### config.mk
export PLATFORM = sky130hd
export DESIGN_NAME = iff_chunk_deframer_flat
export DESIGN_NICKNAME = d
export VERILOG_FILES = /design/src/hdl/iffd_pkg.sv /design/src/hdl/iffd_chan_if.sv /design/src/hdl/iff_chunk_deframer.sv /design/src/flat_wrapper.sv
export SDC_FILE = /design/constraint.sdc
export NUM_CORES = 1
export LEC_CHECK = 0
export BUFFER_PORTS_ARGS = -buffer_cell sky130_fd_sc_hd__buf_2
export CAP_MARGIN = 20
export CORE_ASPECT_RATIO = 1.2
export CORE_MARGIN = 3
export CORE_UTILIZATION = 55
export CTS_CLUSTER_SIZE = 10
export DETAILED_ROUTE_END_ITERATION = 8
export HOLD_SLACK_MARGIN = 0.03
export PLACE_DENSITY = 0.75
export SETUP_SLACK_MARGIN = 0.3
export SLEW_MARGIN = 40
export SYNTH_ARGS = -nofsm -noshare
export SYNTH_HDL_FRONTEND = slang
export SYNTH_SLANG_ARGS = --single-unit
### constraint.sdc
create_clock -name clock -period 4.3 [get_ports clock]
set_input_delay 0.645 -clock clock [delete_from_list [all_inputs] [get_ports clock]]
set_output_delay 0.645 -clock clock [all_outputs]
set_load 0.02 [all_outputs]
### src/hdl/iffd_pkg.sv
package iffd_pkg;

   // Parser phases; they double as the role code of the byte taken in that phase.
   localparam logic [1:0] PH_ID      = 2'd0;
   localparam logic [1:0] PH_SIZE    = 2'd1;
   localparam logic [1:0] PH_FTYPE   = 2'd2;
   localparam logic [1:0] PH_PAYLOAD = 2'd3;

   localparam logic [1:0] ROLE_ID      = PH_ID;
   localparam logic [1:0] ROLE_SIZE    = PH_SIZE;
   localparam logic [1:0] ROLE_FTYPE   = PH_FTYPE;
   localparam logic [1:0] ROLE_PAYLOAD = PH_PAYLOAD;

   localparam logic [1:0] STATUS_OK         = 2'd0;
   localparam logic [1:0] STATUS_SHORT_FORM = 2'd1;
   localparam logic [1:0] STATUS_TRUNCATED  = 2'd2;

   // "FORM" in big-endian ASCII.
   localparam logic [31:0] FORM_TAG_RESET  = 32'h464F_524D;
   localparam logic [31:0] FORM_TYPE_BYTES = 32'd4;

   typedef logic [31:0] csr_data_type;

   typedef struct packed {
      logic [7:0] byte_value;
      logic       last_byte;
   } req_item_type;

   typedef struct packed {
      logic [7:0]  byte_out;
      logic [1:0]  role;
      logic [31:0] chunk_tag;
      logic        payload_first;
      logic        chunk_end;
      logic [1:0]  status;
   } rsp_item_type;

endpackage

### src/hdl/iffd_chan_if.sv
interface iffd_chan_if #(
   parameter type payload_type = logic
) ();
   logic        valid;
   logic        ready;
   payload_type payload;

   modport source (output valid, output payload, input ready);
   modport sink (input valid, input payload, output ready);
endinterface

### src/hdl/iff_chunk_deframer.sv
// IFF chunk deframer.
// The req_ch channel carries one stream byte per item with a last_byte mark on
// the final byte of the stream. For every item one result leaves on rsp_ch: the
// byte itself, its role (chunk id, size, form type or payload), the chunk tag
// on payload bytes, a first-payload mark, a chunk-end mark and a status code.
// The csr_ch channel writes the form tag, the id that carries a form type; it
// is always ready and should only be written while the block is idle.
// An item accepted on req_ch goes into the input register and its result
// moves on into the result register, which drives rsp_ch, once that is free.
// Throughput is one item per cycle while rsp_ch does not stall; all parsing
// of a byte is a short pass of logic between those two registers, set by
// the 32-bit size add and compare.
// When rsp_ch stalls, the result register holds and the input register still
// takes one more item, after which req_ch.ready drops until the result leaves.
// A synchronous reset empties both registers, returns the parser to waiting
// for a chunk id and restores the form tag to "FORM". A byte marked last also
// returns the parser to that state, so a new stream may follow directly.
module iff_chunk_deframer
   import iffd_pkg::*;
(
   input logic        clock,
   input logic        reset,
   iffd_chan_if.sink   req_ch,
   iffd_chan_if.source rsp_ch,
   iffd_chan_if.sink   csr_ch
);

   // Pipeline registers.
   logic         in_valid_ff;
   req_item_type in_item_ff;
   logic         rsp_valid_ff;
   rsp_item_type rsp_item_ff;
   rsp_item_type rsp_item_in;
   logic         advance;

   // Configuration.
   logic [31:0] form_tag_ff;

   // Parser state.
   logic [1:0]  phase_ff, phase_in;
   logic [1:0]  hdr_cnt_ff, hdr_cnt_in;
   logic [31:0] tag_ff, tag_in;
   logic [31:0] size_ff, size_in;
   logic [31:0] left_ff, left_in;
   logic        is_form_ff, is_form_in;
   logic        first_ff, first_in;

   // Helpers for the parse pass.
   logic [31:0] tag_shift;
   logic [31:0] size_shift;
   logic [31:0] padded;
   logic        hdr_done;
   logic        cend;

   // The byte in the input register moves on once the result register is free
   // or is being emptied in this same cycle.
   assign advance      = in_valid_ff && (!rsp_valid_ff || rsp_ch.ready);
   assign req_ch.ready = !in_valid_ff || advance;
   assign csr_ch.ready = 1'b1;

   assign rsp_ch.valid   = rsp_valid_ff;
   assign rsp_ch.payload = rsp_item_ff;

   always_ff @(posedge clock) begin
      if (reset) begin
         in_valid_ff <= 1'b0;
      end else if (req_ch.ready) begin
         in_valid_ff <= req_ch.valid;
      end
      if (req_ch.valid && req_ch.ready) begin
         in_item_ff <= req_ch.payload;
      end
   end

   always_ff @(posedge clock) begin
      if (reset) begin
         rsp_valid_ff <= 1'b0;
      end else if (advance) begin
         rsp_valid_ff <= 1'b1;
      end else if (rsp_ch.ready) begin
         rsp_valid_ff <= 1'b0;
      end
      if (advance) begin
         rsp_item_ff <= rsp_item_in;
      end
   end

   always_ff @(posedge clock) begin
      if (reset) begin
         form_tag_ff <= FORM_TAG_RESET;
      end else if (csr_ch.valid) begin
         form_tag_ff <= csr_ch.payload;
      end
   end

   always_ff @(posedge clock) begin
      if (reset) begin
         phase_ff   <= PH_ID;
         hdr_cnt_ff <= 2'd0;
         tag_ff     <= '0;
         size_ff    <= '0;
         left_ff    <= '0;
         is_form_ff <= 1'b0;
         first_ff   <= 1'b0;
      end else if (advance) begin
         phase_ff   <= phase_in;
         hdr_cnt_ff <= hdr_cnt_in;
         tag_ff     <= tag_in;
         size_ff    <= size_in;
         left_ff    <= left_in;
         is_form_ff <= is_form_in;
         first_ff   <= first_in;
      end
   end

   // Header fields are assembled big-endian, one byte per item.
   assign tag_shift  = {tag_ff[23:0], in_item_ff.byte_value};
   assign size_shift = {size_ff[23:0], in_item_ff.byte_value};
   assign hdr_done   = (hdr_cnt_ff == 2'd3);
   // Sizes round up to even; the largest odd size would wrap, so it saturates.
   assign padded     = (size_shift == '1) ? '1 : size_shift + {31'd0, size_shift[0]};

   always_comb begin
      phase_in   = phase_ff;
      hdr_cnt_in = hdr_cnt_ff;
      tag_in     = tag_ff;
      size_in    = size_ff;
      left_in    = left_ff;
      is_form_in = is_form_ff;
      first_in   = first_ff;
      cend       = 1'b0;

      rsp_item_in.byte_out      = in_item_ff.byte_value;
      rsp_item_in.role          = phase_ff;
      rsp_item_in.chunk_tag     = '0;
      rsp_item_in.payload_first = 1'b0;
      rsp_item_in.status        = STATUS_OK;

      unique case (phase_ff)
         PH_ID: begin
            tag_in     = tag_shift;
            hdr_cnt_in = hdr_cnt_ff + 2'd1;
            if (hdr_done) begin
               is_form_in = (tag_shift == form_tag_ff);
               size_in    = '0;
               phase_in   = PH_SIZE;
            end
         end
         PH_SIZE: begin
            size_in    = size_shift;
            hdr_cnt_in = hdr_cnt_ff + 2'd1;
            if (hdr_done) begin
               left_in = padded;
               if (is_form_ff) begin
                  tag_in   = '0;
                  phase_in = PH_FTYPE;
               end else if (size_shift == '0) begin
                  // An empty chunk ends on its last size byte.
                  cend     = 1'b1;
                  phase_in = PH_ID;
               end else begin
                  first_in = 1'b1;
                  phase_in = PH_PAYLOAD;
               end
            end
         end
         PH_FTYPE: begin
            tag_in     = tag_shift;
            hdr_cnt_in = hdr_cnt_ff + 2'd1;
            if (hdr_done) begin
               if (left_ff < FORM_TYPE_BYTES) begin
                  // A form too small to hold its type is flagged and taken as empty.
                  rsp_item_in.status = STATUS_SHORT_FORM;
                  left_in            = '0;
                  cend               = 1'b1;
                  phase_in           = PH_ID;
               end else begin
                  left_in = left_ff - FORM_TYPE_BYTES;
                  if (left_ff == FORM_TYPE_BYTES) begin
                     cend     = 1'b1;
                     phase_in = PH_ID;
                  end else begin
                     first_in = 1'b1;
                     phase_in = PH_PAYLOAD;
                  end
               end
            end
         end
         PH_PAYLOAD: begin
            rsp_item_in.chunk_tag     = tag_ff;
            rsp_item_in.payload_first = first_ff;
            first_in                  = 1'b0;
            if (left_ff != '0) begin
               left_in = left_ff - 32'd1;
            end
            if (left_ff <= 32'd1) begin
               cend     = 1'b1;
               phase_in = PH_ID;
            end
         end
         default: begin
            phase_in = PH_ID;
         end
      endcase

      if (cend) begin
         tag_in = '0;
      end

      // The end of the stream clears the parser whether or not a chunk closed.
      if (in_item_ff.last_byte) begin
         if (!cend) begin
            rsp_item_in.status = STATUS_TRUNCATED;
         end
         phase_in   = PH_ID;
         hdr_cnt_in = 2'd0;
         tag_in     = '0;
         size_in    = '0;
         left_in    = '0;
         is_form_in = 1'b0;
         first_in   = 1'b0;
      end

      rsp_item_in.chunk_end = cend;
   end

`ifndef SYNTHESIS
   a_payload_has_count: assert property (@(posedge clock) disable iff (reset)
      (phase_ff == PH_PAYLOAD) |-> (left_ff != '0))
      else $error("payload phase with no bytes left");

   a_first_on_payload: assert property (@(posedge clock) disable iff (reset)
      (rsp_valid_ff && rsp_item_ff.payload_first) |-> (rsp_item_ff.role == ROLE_PAYLOAD))
      else $error("first mark on a header byte");

   a_tag_only_payload: assert property (@(posedge clock) disable iff (reset)
      (rsp_valid_ff && (rsp_item_ff.role != ROLE_PAYLOAD)) |-> (rsp_item_ff.chunk_tag == '0))
      else $error("chunk tag on a header byte");

   a_short_form_ends: assert property (@(posedge clock) disable iff (reset)
      (rsp_valid_ff && (rsp_item_ff.status == STATUS_SHORT_FORM))
         |-> (rsp_item_ff.chunk_end && (rsp_item_ff.role == ROLE_FTYPE)))
      else $error("short form flag without chunk end on form type");

   a_last_clears: assert property (@(posedge clock) disable iff (reset)
      (advance && in_item_ff.last_byte)
         |=> ((phase_ff == PH_ID) && (hdr_cnt_ff == 2'd0) && (left_ff == '0)))
      else $error("parser not cleared after end of stream");
`endif

endmodule

### src/flat_wrapper.sv
// flat-port wrapper written by rule: the top's interface ports become plain ports
module iff_chunk_deframer_flat import iffd_pkg::*;
  (clock, reset, req_ch_valid, req_ch_payload, req_ch_ready, rsp_ch_valid, rsp_ch_payload, rsp_ch_ready, csr_ch_valid, csr_ch_payload, csr_ch_ready);
  iffd_chan_if #(.payload_type(req_item_type)) req_ch_i ();
  iffd_chan_if #(.payload_type(rsp_item_type)) rsp_ch_i ();
  iffd_chan_if #(.payload_type(csr_data_type)) csr_ch_i ();
  input logic clock;
  input logic reset;
  input wire logic [$bits(req_ch_i.valid)-1:0] req_ch_valid;
  input wire logic [$bits(req_ch_i.payload)-1:0] req_ch_payload;
  output wire logic [$bits(req_ch_i.ready)-1:0] req_ch_ready;
  output wire logic [$bits(rsp_ch_i.valid)-1:0] rsp_ch_valid;
  output wire logic [$bits(rsp_ch_i.payload)-1:0] rsp_ch_payload;
  input wire logic [$bits(rsp_ch_i.ready)-1:0] rsp_ch_ready;
  input wire logic [$bits(csr_ch_i.valid)-1:0] csr_ch_valid;
  input wire logic [$bits(csr_ch_i.payload)-1:0] csr_ch_payload;
  output wire logic [$bits(csr_ch_i.ready)-1:0] csr_ch_ready;
  assign req_ch_i.valid = req_ch_valid;
  assign req_ch_i.payload = req_ch_payload;
  assign req_ch_ready = req_ch_i.ready;
  assign rsp_ch_valid = rsp_ch_i.valid;
  assign rsp_ch_payload = rsp_ch_i.payload;
  assign rsp_ch_i.ready = rsp_ch_ready;
  assign csr_ch_i.valid = csr_ch_valid;
  assign csr_ch_i.payload = csr_ch_payload;
  assign csr_ch_ready = csr_ch_i.ready;
  iff_chunk_deframer u_core (.clock(clock), .reset(reset), .req_ch(req_ch_i), .rsp_ch(rsp_ch_i), .csr_ch(csr_ch_i));
endmodule
==> load_flow_metrics.sql <==
INSERT INTO impl_metrics (metric_group, metric, value, unit) VALUES
('logic_synthesis', 'synth.ff_latch_count', '183', ''),
('routing', 'firstDrtPassIters', '8', ''),
('logic_synthesis', 'synth_top_cell_by_area', 'dfxtp_1', ''),
('sta', 'tns', '0', 'ns'),
('worst_setup_path', 'worstPathArrival', '3.50', 'ns'),
('die', 'design.die.area', '18200', 'µm²'),
('logic_synthesis', 'synth-simple-area-share', '21.6', '%'),
('routing', 'route.detailed.vias_per_inst', '6.36', ''),
('outcome', 'run_status', 'completed', ''),
('grt', 'grtUsageTotal', '27.5', '%'),
('worst_setup_path', 'crit_path_max_fanout', '18', ''),
('logic_synthesis', 'postSynth.asyncResetShare', '0', '%'),
('worst_setup_path', 'cpMaxStageDelayCell', 'or4_4', ''),
('routing', 'drcViolationCount', '0', ''),
('grt', 'overflow', '0', ''),
('logic_synthesis', 'synth_fa_ha_area_share', '1.65', '%'),
('grt', 'grt_max_degree', '58', ''),
('routing', 'num_vias', '7915', ''),
('pwr', 'power_density_cells', '373', 'nW/µm²'),
('cts', 'cts_buffers', '17', ''),
('logic_synthesis', 'netlist-cell-type-count', '74', ''),
('pwr', 'power_leakage', '3.95', 'nW'),
('logic_synthesis', 'synth_enable_flop_cells', '55', ''),
('worst_setup_path', 'crit_chain', 'ha_1 > nand3_1 > or2_1 > or4_4 > and2_1 > a221o_1 > a211oi_1', ''),
('routing', 'ant_nets', '0', ''),
('sta', 'headroom_to_the_max_slew_limit', '45.5', '%'),
('grt', 'number_of_global_route_vias_before_repair', '7267', ''),
('place', 'portBuffers', '93', ''),
('worst_setup_path', 'cp_delay_by_family_top', 'simple AND/OR/NAND/NOR gates', ''),
('cts', 'tritoncts', 'built', ''),
('worst_hold_path', 'hold_path_class', 'in2reg', ''),
('worst_setup_path', 'kind_of_launch_point_of_the_worst_setup_path', 'register', ''),
('logic_synthesis', 'syn_area', '9120', 'µm²'),
('grt', 'grt_first_pass_wirelength', '39000', 'µm'),
('logic_synthesis', 'synth_top_family_by_area', 'simple AND/OR/NAND/NOR gates', ''),
('die', 'placement_rows', '50', ''),
('logic_synthesis', 'postSynth.topFlopCell', 'dfxtp_1', ''),
('logic_synthesis', 'synthXorXnorAreaFrac', '5.76', '%'),
('grt', 'grt_antenna_before_repair', '0', ''),
('die', 'io-pin-count', '95', ''),
('sta', 'min_period_over_period', '73.4', '%'),
('pwr', 'post-layout-total-power', '3.84', 'mW'),
('die', 'coreArea', '16000', 'µm²'),
('logic_synthesis', 'yosys.cell_count.top_type', 'dfxtp_1', ''),
('worst_setup_path', 'endpoint_kind', 'register', ''),
('worst_setup_path', 'crit_buf_inv', '0', ''),
('cts', 'cts.reportedPaths.clkPinSlew', '0.07', 'ns'),
('routing', 'post_drt_wl_per_cell', '20.2', 'µm'),
('die', 'initial_core_utilization', '57.2', '%'),
('routing', 'detailedRoute.firstIterationViolations', '868', ''),
('logic_synthesis', 'synth_top_cells_by_count', 'dfxtp_1 (128), nand2_1 (90), nor2_1 (62), a21oi_1 (61), edfxtp_1 (55)', ''),
('sta', 'hold_viol', '0', ''),
('logic_synthesis', 'syn_area_per_cell', '9.45', 'µm²'),
('worst_setup_path', 'critPathKind', 'reg2reg', ''),
('cts', 'cts_setup_buffers', '0', ''),
('worst_setup_path', 'cp_data_required_time', '4.64', 'ns'),
('logic_synthesis', 'share_of_the_synthesized_area_in_compound_gates_ao_oa_aoi_oai', '16.6', '%'),
('final_layout', 'antenna_cells', '0', ''),
('die', 'die_h', '147', 'µm'),
('final_layout', 'design.final.nets', '1082', ''),
('logic_synthesis', 'sequential_share_of_the_synthesized_area', '46.2', '%'),
('worst_setup_path', 'setup.worst_path.start', 'u_core.in_item_ff[1]', ''),
('cts', 'cts_max_level', '4', ''),
('sta', 'tightest_slew', '0.814', 'ns'),
('sta', 'setup_viol', '0', ''),
('logic_synthesis', 'multiplexer_share_of_the_synthesized_area', '4.09', '%'),
('logic_synthesis', 'postSynthNetCount', '1023', ''),
('cts', 'clockBufferDepth', '2', ''),
('worst_hold_path', 'min-delay-start', 'req_ch_payload[7]', ''),
('final_layout', 'area.growth.synth_to_final', '12.9', '%'),
('worst_setup_path', 'cp_slowest_stage_delay', '0.61', 'ns');
[flip-flops by register name (all words and copies together), names as in the netlist]
name	cells
u_core.in_item_ff	9
u_core.is_form_ff	1
u_core.in_valid_ff	1
u_core.size_ff	24
u_core.hdr_cnt_ff	2
u_core.tag_ff	32
u_core.rsp_ch.valid	1
u_core.left_ff	32
u_core.rsp_ch.payload	46
u_core.form_tag_ff	32
u_core.first_ff	1
u_core.phase_ff	2
[metrics by stage]
stage | util, % | worst slack [ns] | hold WS [ns] | instance area (µm²) | std cells
global placement | 60.4 | 1.37 | 0.430 | 9640 | 1213
finish | 64.5 | 1.14 | 0.383 | 10300 | 1245
floorplan | - | 0.930 | 0.417 | 9120 | 965
global route | 64.5 | 1.03 | 0.380 | 10300 | 1245
detailed placement | 60.5 | 1.29 | 0.436 | 9660 | 1213
CTS | 64.5 | 1.24 | 0.376 | 10300 | 1245
[worst paths after layout]
path	end	slack (ns)	depth (start not counted)
min reg2reg	u_core.tag_ff[30]	0.45	1
max	u_core.left_ff[18]	1.14	7
min	u_core.in_item_ff[7]	0.38	1
max reg2reg	u_core.left_ff[18]	1.14	7
[final cells by class]
class                           instances  area, µm²
Clock inverter                         13        183
Tap cell                              208        260
Inverter                               16       60.1
Multi-Input combinational cell        700       4560
Sequential cell                       183       4210
Clock buffer                           19        453
Timing Repair Buffer                  106        566
Fill cell                            1305       5660
[cell usage in the layout, fill, tap and decap left out, types with 12 or more instances in the layout]
cell type,Yosys,final
clkbuf_16,0,17
a22o_1,46,46
buf_4,3,14
nand4_1,19,19
ha_1,12,12
xor2_1,24,24
nor4_1,33,33
xnor2_1,36,36
and2_1,37,37
buf_2,11,92
a21oi_1,61,61
nor2_1,62,61
o21ai_0,30,30
nand3_1,49,49
nor3_1,24,24
inv_1,14,14
nand2_1,90,90
dfxtp_1,128,128
mux2i_1,35,35
edfxtp_1,55,55
[metal layers]
metal | global-route usage [%] | vias to the layer above | wire length [µm]
met2 | 46.0 | 406 | 12300
met1 | 34.0 | 3739 | 10000
li1 | - | 3692 | -
met3 | 4.00 | 78 | 1710
met5 | 0 | - | 0
met4 | 14.3 | 0 | 1170
[cells by family after synthesis]
family | count (synthesis)
muxes | 37
AOI/OAI and AO/OA | 217
buffers and inverters | 82
and+or+nand+nor | 373
xor gates and xnor gates | 60
DFF | 183
adders and majority gates | 12
other | 1
[where the power goes]
part | total, mW | internal (mW) | leakage, nW | switching, mW
Sequential | 1.87 | 1.82 | 1.57 | 0.0450
Combinational | 0.290 | 0.104 | 2.08 | 0.186
Clock | 1.68 | 0.967 | 0.307 | 0.716
Power figures use the tool's default switching activity.
